--- src/hdl/pascal_triangle_unit_core_defines.svh ---
// Assertion macros for the Pascal triangle unit.
// Both macros sample on the rising clock edge and stay quiet while reset is low.
`ifndef PASCAL_TRIANGLE_UNIT_CORE_DEFINES_SVH
`define PASCAL_TRIANGLE_UNIT_CORE_DEFINES_SVH

`ifndef SYNTHESIS
// Same-cycle implication.
`define PTI_ASSERT_NOW(lbl, clk, rst_n, ante, cons, msg) \
  lbl: assert property (@(posedge clk) disable iff (!rst_n) (ante) |-> (cons)) \
    else $error(msg);
// Next-cycle implication.
`define PTI_ASSERT_NEXT(lbl, clk, rst_n, ante, cons, msg) \
  lbl: assert property (@(posedge clk) disable iff (!rst_n) (ante) |=> (cons)) \
    else $error(msg);
`else
`define PTI_ASSERT_NOW(lbl, clk, rst_n, ante, cons, msg)
`define PTI_ASSERT_NEXT(lbl, clk, rst_n, ante, cons, msg)
`endif

`endif

--- src/hdl/pti_pkg.sv ---
package pti_pkg;

  localparam int unsigned MAX_ROW = 34;
  localparam int unsigned ROW_W   = 6;
  localparam int unsigned VAL_W   = 31;
  localparam int unsigned ACC_W   = 40;
  localparam int unsigned PROD_W  = VAL_W + ROW_W;
  localparam int unsigned CNT_W   = $clog2(ACC_W);

  // Largest entry of any legal row, C(33,16).
  localparam logic [VAL_W-1:0] VAL_MAX = 31'd1166803110;

  typedef enum logic [2:0] {
    ST_IDLE,
    ST_CHECK,
    ST_TEST,
    ST_MUL,
    ST_DIV,
    ST_EMIT,
    ST_ZERO
  } pti_state_e;

  typedef struct packed {
    logic load;
    logic init;
    logic mul;
    logic div_step;
    logic emit;
    logic emit_zero;
  } pti_cmd_t;

  typedef struct packed {
    logic bad;
    logic mode;
    logic done;
    logic div_last;
    logic out_free;
  } pti_sts_t;

endpackage

--- src/hdl/pascal_triangle_unit_core.sv ---
// Pascal triangle unit: each request names a 1-based row and column and a
// mode. Element mode (req_type 0) returns one value, C(row-1, col-1), or 0
// when the column is zero or beyond the row; row mode (req_type 1) returns
// the row's entries left to right, last_o marking the final one. A row of
// zero or above 34 yields a single 0 with last_o set. Each entry comes from
// the one before by a multiply with (row-1-i) and an exact bit-serial
// division by (i+1); that divider retires one quotient bit per cycle over
// a 40-bit dividend, so one step is a multiply, 40 divide steps, then a
// test or emit. One request is worked at a time: the input stalls from
// acceptance until the last result has been placed in the output
// register, and the next request may then transfer while that result
// still waits for the consumer.
`include "pascal_triangle_unit_core_defines.svh"

module pascal_triangle_unit_core (
  input  logic                      clk_i,
  input  logic                      rst_ni,
  input  logic                      in_valid_i,
  output logic                      in_stall_o,
  input  logic                      req_type_i,
  input  logic [pti_pkg::ROW_W-1:0] row_number_i,
  input  logic [pti_pkg::ROW_W-1:0] column_number_i,
  output logic                      out_valid_o,
  input  logic                      out_stall_i,
  output logic [pti_pkg::VAL_W-1:0] value_o,
  output logic                      last_o
);
  import pti_pkg::*;

  pti_cmd_t cmd;
  pti_sts_t sts;

  // Sequencer: walks check, multiply, divide and emit for one request.
  pti_ctrl u_ctrl (
    .clk_i      (clk_i),
    .rst_ni     (rst_ni),
    .in_valid_i (in_valid_i),
    .in_stall_o (in_stall_o),
    .sts_i      (sts),
    .cmd_o      (cmd)
  );

  // Datapath: request latches, running product, serial divider, output register.
  pti_datapath u_dp (
    .clk_i           (clk_i),
    .rst_ni          (rst_ni),
    .cmd_i           (cmd),
    .sts_o           (sts),
    .req_type_i      (req_type_i),
    .row_number_i    (row_number_i),
    .column_number_i (column_number_i),
    .out_stall_i     (out_stall_i),
    .out_valid_o     (out_valid_o),
    .value_o         (value_o),
    .last_o          (last_o)
  );

  // A transfer in always starts work, so the input must stall next cycle.
  `PTI_ASSERT_NEXT(a_busy_after_accept, clk_i, rst_ni, in_valid_i && !in_stall_o, in_stall_o, "input not stalled after transfer")
  // A pending non-final result means its request is still being worked.
  `PTI_ASSERT_NOW(a_mid_row_busy, clk_i, rst_ni, out_valid_o && !last_o, in_stall_o, "new request taken before row finished")
  // No legal entry exceeds the center of row 34.
  `PTI_ASSERT_NOW(a_value_range, clk_i, rst_ni, out_valid_o, value_o <= VAL_MAX, "result out of range")

endmodule

--- src/hdl/pti_datapath.sv ---
module pti_datapath (
  input  logic                      clk_i,
  input  logic                      rst_ni,
  input  pti_pkg::pti_cmd_t         cmd_i,
  output pti_pkg::pti_sts_t         sts_o,
  input  logic                      req_type_i,
  input  logic [pti_pkg::ROW_W-1:0] row_number_i,
  input  logic [pti_pkg::ROW_W-1:0] column_number_i,
  input  logic                      out_stall_i,
  output logic                      out_valid_o,
  output logic [pti_pkg::VAL_W-1:0] value_o,
  output logic                      last_o
);
  import pti_pkg::*;

  logic              mode_q;
  logic [ROW_W-1:0]  row_q;
  logic [ROW_W-1:0]  col_q;
  logic [ROW_W-1:0]  i_q;
  logic [VAL_W-1:0]  acc_q;
  logic [ACC_W-1:0]  dq_q;
  logic [ROW_W-1:0]  rem_q;
  logic [CNT_W-1:0]  cnt_q;
  logic              out_valid_q, out_valid_d;
  logic [VAL_W-1:0]  value_q;
  logic              last_q;

  logic [ROW_W-1:0]  n_idx;
  logic [ROW_W-1:0]  k_idx;
  logic [ROW_W-1:0]  factor;
  logic [ROW_W-1:0]  dvsr;
  logic [PROD_W-1:0] prod;
  logic [ROW_W:0]    trial;
  logic              q_bit;
  logic [ROW_W-1:0]  rem_d;
  logic [ACC_W-1:0]  quo_next;
  logic              div_last;
  logic              out_free;

  assign n_idx  = row_q - ROW_W'(1);
  assign k_idx  = mode_q ? n_idx : (col_q - ROW_W'(1));
  assign factor = n_idx - i_q;
  assign dvsr   = i_q + ROW_W'(1);
  assign prod   = acc_q * factor;

  // One restoring division step: remainder stays below the divisor.
  assign trial    = {rem_q, dq_q[ACC_W-1]};
  assign q_bit    = (trial >= {1'b0, dvsr});
  assign rem_d    = q_bit ? ROW_W'(trial - {1'b0, dvsr}) : trial[ROW_W-1:0];
  assign quo_next = {dq_q[ACC_W-2:0], q_bit};
  assign div_last = (cnt_q == CNT_W'(ACC_W - 1));

  assign out_free = !out_valid_q || !out_stall_i;

  always_comb begin
    out_valid_d = out_valid_q;
    if (cmd_i.emit || cmd_i.emit_zero) begin
      out_valid_d = 1'b1;
    end else if (!out_stall_i) begin
      out_valid_d = 1'b0;
    end
  end

  always_ff @(posedge clk_i or negedge rst_ni) begin
    if (!rst_ni) begin
      mode_q      <= 1'b0;
      row_q       <= '0;
      col_q       <= '0;
      i_q         <= '0;
      acc_q       <= '0;
      cnt_q       <= '0;
      out_valid_q <= 1'b0;
    end else begin
      out_valid_q <= out_valid_d;
      if (cmd_i.load) begin
        mode_q <= req_type_i;
        row_q  <= row_number_i;
        col_q  <= column_number_i;
      end
      if (cmd_i.init) begin
        acc_q <= VAL_W'(1);
        i_q   <= '0;
      end
      if (cmd_i.mul) begin
        cnt_q <= '0;
      end
      if (cmd_i.div_step) begin
        cnt_q <= cnt_q + CNT_W'(1);
        if (div_last) begin
          acc_q <= quo_next[VAL_W-1:0];
          i_q   <= i_q + ROW_W'(1);
        end
      end
    end
  end

  always_ff @(posedge clk_i) begin
    if (cmd_i.mul) begin
      dq_q  <= ACC_W'(prod);
      rem_q <= '0;
    end else if (cmd_i.div_step) begin
      dq_q  <= quo_next;
      rem_q <= rem_d;
    end
    if (cmd_i.emit) begin
      value_q <= acc_q;
      last_q  <= (i_q == k_idx);
    end else if (cmd_i.emit_zero) begin
      value_q <= '0;
      last_q  <= 1'b1;
    end
  end

  assign sts_o.bad      = (row_q == '0) || (row_q > ROW_W'(MAX_ROW)) ||
                          (!mode_q && ((col_q == '0) || (col_q > row_q)));
  assign sts_o.mode     = mode_q;
  assign sts_o.done     = (i_q == k_idx);
  assign sts_o.div_last = div_last;
  assign sts_o.out_free = out_free;

  assign out_valid_o = out_valid_q;
  assign value_o     = value_q;
  assign last_o      = last_q;

endmodule

--- src/hdl/pti_ctrl.sv ---
module pti_ctrl (
  input  logic              clk_i,
  input  logic              rst_ni,
  input  logic              in_valid_i,
  output logic              in_stall_o,
  input  pti_pkg::pti_sts_t sts_i,
  output pti_pkg::pti_cmd_t cmd_o
);
  import pti_pkg::*;

  pti_state_e state_q, state_d;

  always_comb begin
    state_d = state_q;
    unique case (state_q)
      ST_IDLE:  if (in_valid_i) state_d = ST_CHECK;
      ST_CHECK: begin
        if (sts_i.bad) begin
          state_d = ST_ZERO;
        end else if (sts_i.mode) begin
          state_d = ST_EMIT;
        end else begin
          state_d = ST_TEST;
        end
      end
      ST_TEST:  state_d = sts_i.done ? ST_EMIT : ST_MUL;
      ST_MUL:   state_d = ST_DIV;
      ST_DIV: begin
        if (sts_i.div_last) begin
          state_d = sts_i.mode ? ST_EMIT : ST_TEST;
        end
      end
      ST_EMIT: begin
        if (sts_i.out_free) begin
          state_d = sts_i.done ? ST_IDLE : ST_MUL;
        end
      end
      ST_ZERO:  if (sts_i.out_free) state_d = ST_IDLE;
      default:  state_d = ST_IDLE;
    endcase
  end

  always_comb begin
    cmd_o      = '0;
    in_stall_o = 1'b1;
    unique case (state_q)
      ST_IDLE: begin
        in_stall_o = 1'b0;
        cmd_o.load = in_valid_i;
      end
      ST_CHECK: cmd_o.init      = !sts_i.bad;
      ST_TEST:  ;
      ST_MUL:   cmd_o.mul       = 1'b1;
      ST_DIV:   cmd_o.div_step  = 1'b1;
      ST_EMIT:  cmd_o.emit      = sts_i.out_free;
      ST_ZERO:  cmd_o.emit_zero = sts_i.out_free;
      default:  ;
    endcase
  end

  always_ff @(posedge clk_i or negedge rst_ni) begin
    if (!rst_ni) begin
      state_q <= ST_IDLE;
    end else begin
      state_q <= state_d;
    end
  end

endmodule
--- config.mk ---
export PLATFORM = sky130hd
export DESIGN_NAME = pascal_triangle_unit_core
export DESIGN_NICKNAME = d
export VERILOG_FILES = /design/src/hdl/pti_pkg.sv /design/src/hdl/pascal_triangle_unit_core.sv /design/src/hdl/pti_datapath.sv /design/src/hdl/pti_ctrl.sv
export VERILOG_INCLUDE_DIRS = /design/src /design/src/hdl
export SDC_FILE = /design/constraint.sdc
export NUM_CORES = 1
export LEC_CHECK = 0
export ABC_AREA = 1
export BUFFER_PORTS_ARGS = -buffer_cell sky130_fd_sc_hd__buf_4
export CORE_MARGIN = 2
export CORE_UTILIZATION = 69
export CTS_CLUSTER_DIAMETER = 80
export DETAILED_ROUTE_END_ITERATION = 8
export PLACE_DENSITY = 0.88
export SYNTH_ARGS = -nofsm -noshare
export SYNTH_HDL_FRONTEND = slang
export SYNTH_SLANG_ARGS = --single-unit
--- constraint.sdc ---
create_clock -name clk_i -period 11.7 [get_ports clk_i]
set_input_delay 2.34 -clock clk_i [delete_from_list [all_inputs] [get_ports clk_i]]
set_output_delay 2.34 -clock clk_i [all_outputs]
set_load 0.005 [all_outputs]
---- After elaboration in Yosys (flattened, before gate mapping) ----
Index checks and enable logic that the tools add are counted.
operators by class
  add/sub/neg operators ................... 6
  reduce and logical (&&, ||, !) cells .... 16
  eq/ne operators ......................... 13
  mux-type cells .......................... 34
  magnitude comparators ................... 3
  multiply operators ...................... 1
operators by type and width
  cell                                                  count
  2-to-1 mux 31 bit                                     5
  2-to-1 mux 37 bit                                     2
  2-to-1 mux 6 bit                                      7
  multiplier 31 x 6 -> 37 bit                           1
  2-to-1 mux 3 bit                                      7
  one-hot mux 3 bit (7 select lines)                    1
  adder 6 x 1 -> 6 bit, second input constant           2
  zero test 6 bit                                       2
  subtractor 6 x 1 -> 6 bit, second input constant      2
  subtractor 6 bit                                      2
  2-to-1 mux 1 bit                                      11
  == test 3 bit, second input constant                  3
  != test 2 x 1 -> 1 bit, second input constant         4
  greater-or-equal comparator 7 x 6 -> 1 bit            1
  == test 3 x 2 -> 1 bit, second input constant         2
  == test 6 bit                                         1
  == test 6 bit, second input constant                  1
  greater-than comparator 6 bit                         1
  greater-than comparator 6 bit, second input constant  1
  logical OR 1 bit                                      5
  zero test 1 bit                                       4
  AND reduction 4 bit                                   1
  nonzero test 2 bit                                    2
  == test 3 x 1 -> 1 bit, second input constant         1
  4 further kinds                                       4
word-level totals
  word-level logic and storage cells ...... 86
  bits of input ports ..................... 17
  register bits after elaboration ......... 138

---- Longest topological paths before layout ----
Gate-level depths: netlist of run 1.
  depth in word-level cells ............... 9
  depth in mapped cells ................... 31
  gate-level depth less buffers ........... 30

---- Hierarchy ----
From an unflattened synthesis of run 1, not the netlist that was laid out.
unflattened totals
  cells, all modules ...................... 1664
  area total of the unflattened synthesis .. 12699.7 µm²
modules (own cells, without submodules)
  module        times used  cells an instance  area each (µm²)
  pti_datapath  1           1601               12330.6
  pti_ctrl      1           63                 369.1

---- Worst setup path before layout of run 1 ----
No wires, ideal clock.
  kind .................................... reg2reg
  start point ............................. reg u_dp.row_q[0]
  end point ............................... reg u_dp.dq_q[17], data pin
  data arrival time ....................... 5.135 ns
  library setup time ...................... 0.254 ns
  cell stages (with the launch flop) ...... 29
  path slack .............................. 6.311 ns
  data required time ...................... 11.446 ns
  cell sequence ........................... dfrtp_1 > inv_1 > ha_1 > inv_1 > nand2_1 > nand2_1 > ha_1 > a21oi_1 > o21ai_1 > a21o_1 > a21oi_1 > xnor2_1 > buf_2 > nor2_1 > fa_1 > inv_1 > fa_1 > fa_1 > inv_1 > ha_1 > a21oi_1 > nand2_1 > nand3_1 > nand2_1 > nand3_1 > nand2_1 > or2_2 > nand3_1 > nand2_1
on the way
  word-level cells in the longest chain between the ends .. 4
RTL lines
  what                         RTL line             text
  start, declared              pti_datapath.sv:17   logic [ROW_W-1:0] row_q;
  start signal, assigned       pti_datapath.sv:77   row_q <= row_number_i;
  subtractor 6 x 1 -> 6 bit    pti_datapath.sv:40   assign n_idx = row_q - ROW_W'(1);
  subtractor 6 bit             pti_datapath.sv:42   assign factor = n_idx - i_q;
  multiplier 31 x 6 -> 37 bit  pti_datapath.sv:44   assign prod = acc_q * factor;
  2-to-1 mux 37 bit            pti_datapath.sv:98   if (cmd_i.mul) begin
  end signal, assigned         pti_datapath.sv:99   dq_q <= ACC_W'(prod);
  end signal, assigned         pti_datapath.sv:102  dq_q <= quo_next;
  end, declared                pti_datapath.sv:21   logic [ACC_W-1:0] dq_q;
No other way between the ends.
A chain may end at the register's enable or synchronous reset.

---- Worst setup path in the final report of run 1 ----
  start point ............................. reg u_dp.row_q[0]
  end point ............................... reg u_dp.dq_q[32], data pin
The elaborated chain is that of the path after synthesis.

==> results.sh, run 1 <==
export IMPL_placementRows=49
export IMPL_skew_ns=0.0165
export IMPL_die_area_um2=19600
export IMPL_via_per_inst=5.91
export IMPL_hold_viol_final=0
export IMPL_cts_buffer_depth=2
export IMPL_ys_warn_count=0
export IMPL_synth_area_top_cells="fa_1, edfxtp_1, nand2_1"
export IMPL_coreArea_um2=18000
export IMPL_cts_sinks=138
export IMPL_vdd_ir_drop_max_v=0.0000963
export IMPL_synth_most_common_cell="nand2_1"
export IMPL_grt_max_degree=61
export IMPL_cts_hold_buf=0
export IMPL_fin_area_um2=13900
export IMPL_syn_num_nets=1837
export IMPL_postCtsSetupBuffers=0
export IMPL_slew_headroom=0.194
export IMPL_gp_congestion=0.990
export IMPL_leakage_nw=6.59
export IMPL_firstDrtPassIters=5
export IMPL_fp_dieW_um=140
export IMPL_setup_tns_ns=0
export IMPL_dpl_cell_area_um2=13300
export IMPL_reg2reg_depth=28
export IMPL_crit_slowest_cell="xnor2_2"
export IMPL_r2r_end="u_dp.dq_q[32]"
export IMPL_route_vias_total=11300
export IMPL_maxCapViolCount=0
export IMPL_drive_gt1_frac=0.0863
export IMPL_finalPower_mw=1.07
export IMPL_cts_buffers=17
export IMPL_end_kind="flop"
export IMPL_worstHoldStart="u_dp.dq_q[38]"
export IMPL_diodes=0
export IMPL_nNetsFinal=1871
export IMPL_clk_pin_slew_ns=0.07
export IMPL_ant_nets=0
export IMPL_clk_latency_ns=0.45
export IMPL_crit_type="reg -> reg"
export IMPL_routed_wl_um=35200
export IMPL_cts_tree="done"
export IMPL_netlist_area_leader_share=0.187
export IMPL_drt_iter0_markers=1299
export IMPL_synth_largest_area_cell="fa_1"
export IMPL_postSynth_asyncResetShare=0.435
export IMPL_cts_resized=0
export IMPL_ys_types=44
export IMPL_worst_slew_pin_transition_ns=1.20
export IMPL_critPathMostFrequentCell="nand2_1"
export IMPL_cp_max_fo=16
export IMPL_maxSlewViolCount=0
export IMPL_antenna_found_initial=0
export IMPL_ios=51
export IMPL_hold_path_depth=2
export IMPL_gr_total_overflow=0
export IMPL_outcome="finished, final reports clean"
export IMPL_h_tree_depth=4
export IMPL_synth_area_um2=12700
export IMPL_start_util=0.707
export IMPL_p_per_area_nw_per_um2=77.1
export IMPL_min_period_ns=7.20
export IMPL_grt_pass1_wl_um=57200
export IMPL_synthCells=1633
export IMPL_fin_crit_sh=0.616
export IMPL_cts_root_buf="clkbuf_16"
export IMPL_min_path_type="reg -> reg"
export IMPL_finalSetupViolCount=0
export IMPL_cp_start_kind="flop"
export IMPL_rsz0062_at_grt="false"
export IMPL_synth_common_cells="nand2_1, inv_1, nor2_1, fa_1, nand3_1"
export IMPL_syn_avg_cell_area_um2=7.81
export IMPL_synthFlopType="edfxtp_1"
export IMPL_grt_use_total=0.375
export IMPL_post_route_util=0.769
export IMPL_wl_per_cell_um=18.4
export IMPL_required_ns=11.90
export IMPL_cp_arrival_ns=7.40
export IMPL_fmax_ghz=0.139
export IMPL_portBuffers=50
export IMPL_ff2ff_setup_slack_ns=4.50
export IMPL_critical_path_max_stage_delay_ns=0.92
export IMPL_fill_cells=1319
export IMPL_drcViolationCount=0
export IMPL_areaGrowthSynthToFinish_pct=8.71
export IMPL_synth_edf_count=69
export IMPL_synth_seq_cells=138
export IMPL_ys_seq_area_frac=0.294
export IMPL_min_to="u_dp.dq_q[38]"
export IMPL_dieHeight_um=140
export IMPL_reg2reg_from="u_dp.row_q[0]"
export IMPL_grt_pass1_vias=11400
export IMPL_hpwl_um=25400
[critical path: cells and delay by family (launching register included)]
family,cells,cell delay (ns)
fa+ha+maj,6,2.53
compound gates,5,1.41
xor+xnor,1,0.92
simple gates,11,0.91
buf+inv,5,0.77
flops,1,0.42
[cell families (layout without fill, tap and decap cells)]
group / count (synthesis) / count (layout) / synth area share
adders and majority gates: 187 / 187 / 0.254
AOI/OAI and AO/OA: 151 / 151 / 0.0626
and+or+nand+nor: 819 / 819 / 0.275
xor gates and xnor gates: 26 / 26 / 0.0179
DFF: 138 / 138 / 0.294
buffers and inverters: 312 / 359 / 0.0962
[per-stage QoR]
stage / std cells / hold slack (ns) / worst slack (ns)
2_1_floorplan: 1633 / 0.422 / 6.31
3_3_place_gp: 1877 / 0.438 / 4.94
3_5_place_dp: 1877 / 0.445 / 4.76
4_1_cts: 1909 / 0.461 / 4.70
5_1_grt: 1909 / 0.502 / 4.25
6_report: 1909 / 0.458 / 4.50
[sequential cells by signal, indices dropped and copies added, names as in the netlist]
| signal | cells |
|---|---|
| u_dp.value_o | 31 |
| u_dp.acc_q | 31 |
| u_dp.i_q | 6 |
| u_ctrl.state_q | 3 |
| u_dp.row_q | 6 |
| u_dp.last_o | 1 |
| u_dp.cnt_q | 6 |
| u_dp.rem_q | 6 |
| u_dp.col_q | 6 |
| u_dp.out_valid_o | 1 |
| u_dp.mode_q | 1 |
| u_dp.dq_q | 40 |
[how the worst max path moves through the flow]
stage	start	endpoint	slack, ns
6_report	u_dp.row_q[0]	u_dp.dq_q[32]	4.50
4_1_cts	u_dp.row_q[0]	u_dp.dq_q[32]	4.70
3_3_place_gp	u_dp.row_q[0]	u_dp.dq_q[32]	4.94
2_1_floorplan	u_dp.row_q[0]	u_dp.dq_q[17]	6.31
3_5_place_dp	u_dp.row_q[0]	u_dp.dq_q[32]	4.76
5_1_grt	u_dp.row_q[0]	u_dp.dq_q[32]	4.25
[layout by cell type, fill, tap and decap left out, types with 3 or more instances in the layout]
master and instances:
dfxtp_1 9, inv_6 7, o21ai_1 28, xnor2_1 18, nand4_1 12, or2_2 3, nand3_2 31, nand3b_1 7
a21oi_1 66, ha_1 68, nor2_1 226, xor2_1 5, nand2_1 428, inv_1 258, edfxtp_1 69, o211ai_1 4
o21ai_0 39, buf_4 56, nor3_1 14, dfrtp_1 60, nand3_1 87, inv_8 3, o21bai_1 4, fa_1 119
clkbuf_16 18, inv_2 11
[routing by layer]
metal | vias to the layer above | routed length [µm] | GRT usage | part of all wire
met4 | 0 | 1120 | 0.128 | 0.032
met5 | - | 0 | 0 | 0
li1 | 5163 | - | - | -
met3 | 92 | 3630 | 0.0807 | 0.10
met2 | 645 | 15600 | 0.573 | 0.44
met1 | 5383 | 14800 | 0.539 | 0.42
[power by group]
part | switching (mW) | internal, mW
clock network | 0.261 | 0.293
logic | 0.00535 | 0.00333
registers | 0.00000537 | 0.505
total | 0.266 | 0.802
[layout make-up]
type / count / area (µm²) / share of cell area
clock buffers: 18 / 450 / 0.0325
repair buffers: 56 / 420 / 0.0303
clock inverters: 14 / 120 / 0.00867
well taps: 229 / 287 / 0.0207
flip-flops and latches: 138 / 3750 / 0.271
multi-input cells: 1183 / 7810 / 0.564
inverters: 271 / 1020 / 0.0734
Note: power is estimated with default switching activity, not from simulation.
==> inputs of run 2 (changes only) <==
--- a/config.mk
+++ b/config.mk
@@ -9,10 +9,10 @@
 export ABC_AREA = 1
 export BUFFER_PORTS_ARGS = -buffer_cell sky130_fd_sc_hd__buf_4
 export CORE_MARGIN = 2
-export CORE_UTILIZATION = 69
+export CORE_UTILIZATION = 58
 export CTS_CLUSTER_DIAMETER = 80
 export DETAILED_ROUTE_END_ITERATION = 8
-export PLACE_DENSITY = 0.88
+export PLACE_DENSITY = 0.79
 export SYNTH_ARGS = -nofsm -noshare
 export SYNTH_HDL_FRONTEND = slang
 export SYNTH_SLANG_ARGS = --single-unit
==> constraint.sdc (replaced) <==
create_clock -name clk_i -period 5.8 [get_ports clk_i]
set_input_delay 1.16 -clock clk_i [delete_from_list [all_inputs] [get_ports clk_i]]
set_output_delay 1.16 -clock clk_i [all_outputs]
set_load 0.005 [all_outputs]
==> run 2 against run 1 <==
Via count is 0.90% lower; clock skew is 0.0043 ns lower; final cell count is 5.0% higher; die area is 18% higher; critical path type unchanged; worst setup slack worse by 4.4 ns; routed wire length is 1.5% higher; fmax is 27% higher.
==> results.sh, run 2 (synthesis gave the netlist of run 1 again) <==
export IMPL_wl_per_cell_um=17.8
export IMPL_cts_root_buf="clkbuf_16"
export IMPL_end_kind="flop"
export IMPL_finalSetupViolCount=0
export IMPL_final_instance_count_excl_fill=2004
export IMPL_cts_tree="done"
export IMPL_dieHeight_um=152
export IMPL_crit_type="reg -> reg"
export IMPL_fmax_ghz=0.176
export IMPL_h_tree_depth=4
export IMPL_grt_use_total=0.308
export IMPL_finalPower_mw=2.12
export IMPL_grt_pass1_vias=11100
export IMPL_place_ws_ns=-0.119
export IMPL_via_per_inst=5.58
export IMPL_coreArea_um2=21700
export IMPL_vdd_ir_drop_max_v=0.000153
export IMPL_hold_viol_final=0
export IMPL_cp_max_fo=5
export IMPL_hold_slack_ns=0.464
export IMPL_routed_wl_um=35700
export IMPL_placementRows=54
export IMPL_critical_path_max_stage_delay_ns=0.55
export IMPL_p_per_area_nw_per_um2=142
export IMPL_critPathMostFrequentCell="nand2_1"
export IMPL_reg_largest_list="u_dp.dq_q: 40 flops, u_dp.acc_q: 31 flops, u_dp.value_o: 31 flops"
export IMPL_slew_headroom=0.252
export IMPL_min_period_ns=5.67
export IMPL_maxCapViolCount=0
export IMPL_skew_ns=0.0122
export IMPL_cpLargestDelayFamily="adder cells"
export IMPL_portBuffers=50
export IMPL_clk_latency_ns=0.44
export IMPL_leakage_nw=6.83
export IMPL_drive_gt1_frac=0.168
export IMPL_crit_slowest_cell="fa_1"
export IMPL_cp_buffers_inverters=7
export IMPL_diodes=0
export IMPL_final_common_cell="nand2_1"
export IMPL_nNetsFinal=1915
export IMPL_worst_slew_pin_transition_ns=1.12
export IMPL_cts_buffers=17
export IMPL_rsz0062_at_grt="true"
export IMPL_firstDrtPassIters=9
export IMPL_cts_sinks=138
export IMPL_ant_nets=0
export IMPL_dp_cells=1954
export IMPL_maxSlewViolCount=0
export IMPL_grt_pass1_wl_um=56600
export IMPL_die_area_um2=23200
export IMPL_finalWorstSetupSlack_ns=0.126
export IMPL_cts_buffer_depth=2
export IMPL_ios=51
export IMPL_route_vias_total=11200
export IMPL_grt_max_degree=61
export IMPL_drcViolationCount=0
export IMPL_drt_iter0_markers=910
export IMPL_antenna_found_initial=0
export IMPL_start_util=0.588
export IMPL_fp_dieW_um=152
export IMPL_largest_register_ffs=40
export IMPL_min_path_type="reg -> reg"
export IMPL_cp_arrival_ns=5.86
export IMPL_outcome="finished, final reports clean"
export IMPL_gp_congestion=0.942
export IMPL_gr_total_overflow=0
export IMPL_clk_pin_slew_ns=0.07
export IMPL_largest_register="u_dp.dq_q"
export IMPL_post_route_util=0.686
export IMPL_layout_common_cells="nand2_1, inv_1, nor2_1, fa_1, buf_4"
export IMPL_areaGrowthSynthToFinish_pct=16.7
export IMPL_cp_start_kind="flop"
export IMPL_fin_crit_sh=0.978
export IMPL_hpwl_um=26200
export IMPL_required_ns=5.99
[run 2: cell count changes in the layout (fill, tap and decap cells not counted), moves of 13 or more]
cell / before / now
a21oi_2: 1 / 19
nor2_2: 2 / 15
nor2_1: 226 / 208
buf_4: 56 / 91
a21oi_1: 66 / 47
ha_4: 0 / 19
ha_1: 68 / 41
nand2_2: 1 / 22
nand2_1: 428 / 405
[run 2: path summary, 6_finish.rpt]
check                      cells past startpoint          start  slack, ns            end
max in group asynchronous                      1         rst_ni       4.38  u_dp.acc_q[6]
min reg2reg                                    1  u_dp.cnt_q[4]       0.46  u_dp.cnt_q[4]
min in group asynchronous                      1         rst_ni       0.84  u_dp.col_q[0]
max reg2reg                                   29  u_dp.row_q[1]       0.13  u_dp.dq_q[33]
max                                           29  u_dp.row_q[1]       0.13  u_dp.dq_q[33]
min                                            1  u_dp.cnt_q[4]       0.46  u_dp.cnt_q[4]
[run 2: area by class of cell]
cell class / count / area, µm²
Clock buffer: 19 / 454
Clock inverter: 13 / 105
Fill cell: 1786 / 6820
Inverter: 271 / 1020
Multi-Input combinational cell: 1183 / 8340
Sequential cell: 138 / 3750
Tap cell: 280 / 350
Timing Repair Buffer: 100 / 856
[run 2: worst register-to-register path: cells and delay by family (launching register included)]
| kind | cells | cell delay (ns) |
|---|---|---|
| simple gates | 8 | 0.75 |
| buf+inv | 7 | 0.68 |
| flops | 1 | 0.41 |
| compound gates | 7 | 1.13 |
| xor+xnor | 1 | 0.16 |
| fa+ha+maj | 6 | 2.29 |
[run 2: metrics by stage]
stage                     cell area [µm²]  TNS [ns]
after floorplan                     12700         0
after global placement              13600  -0.00642
after detailed placement            13600    -0.662
after CTS                           14200         0
after global routing                14900    -0.571
final                               14900         0
[run 2: metal layers]
layer,part of all wire,wire [µm],up-vias,track usage
met1,0.44,15800,5383,0.434
met4,0.026,930,0,0.0970
met5,0,0,-,0
met3,0.079,2840,67,0.0683
met2,0.45,16200,481,0.480
li1,-,-,5250,-
[run 2: timing repair]
item	CTS	global route
setup buffers	1	14
resized for setup	5	130
cloned	0	3
pin swaps	1	28
hold buffers	0	0
setup endpoints to repair	13	28
[run 2: where the power goes]
group	internal (mW)	leakage, nW	switching, mW
clock	0.584	0.283	0.494
combinational	0.00672	4.90	0.0107
sequential	1.02	1.65	0.0000112
total	1.61	6.83	0.505
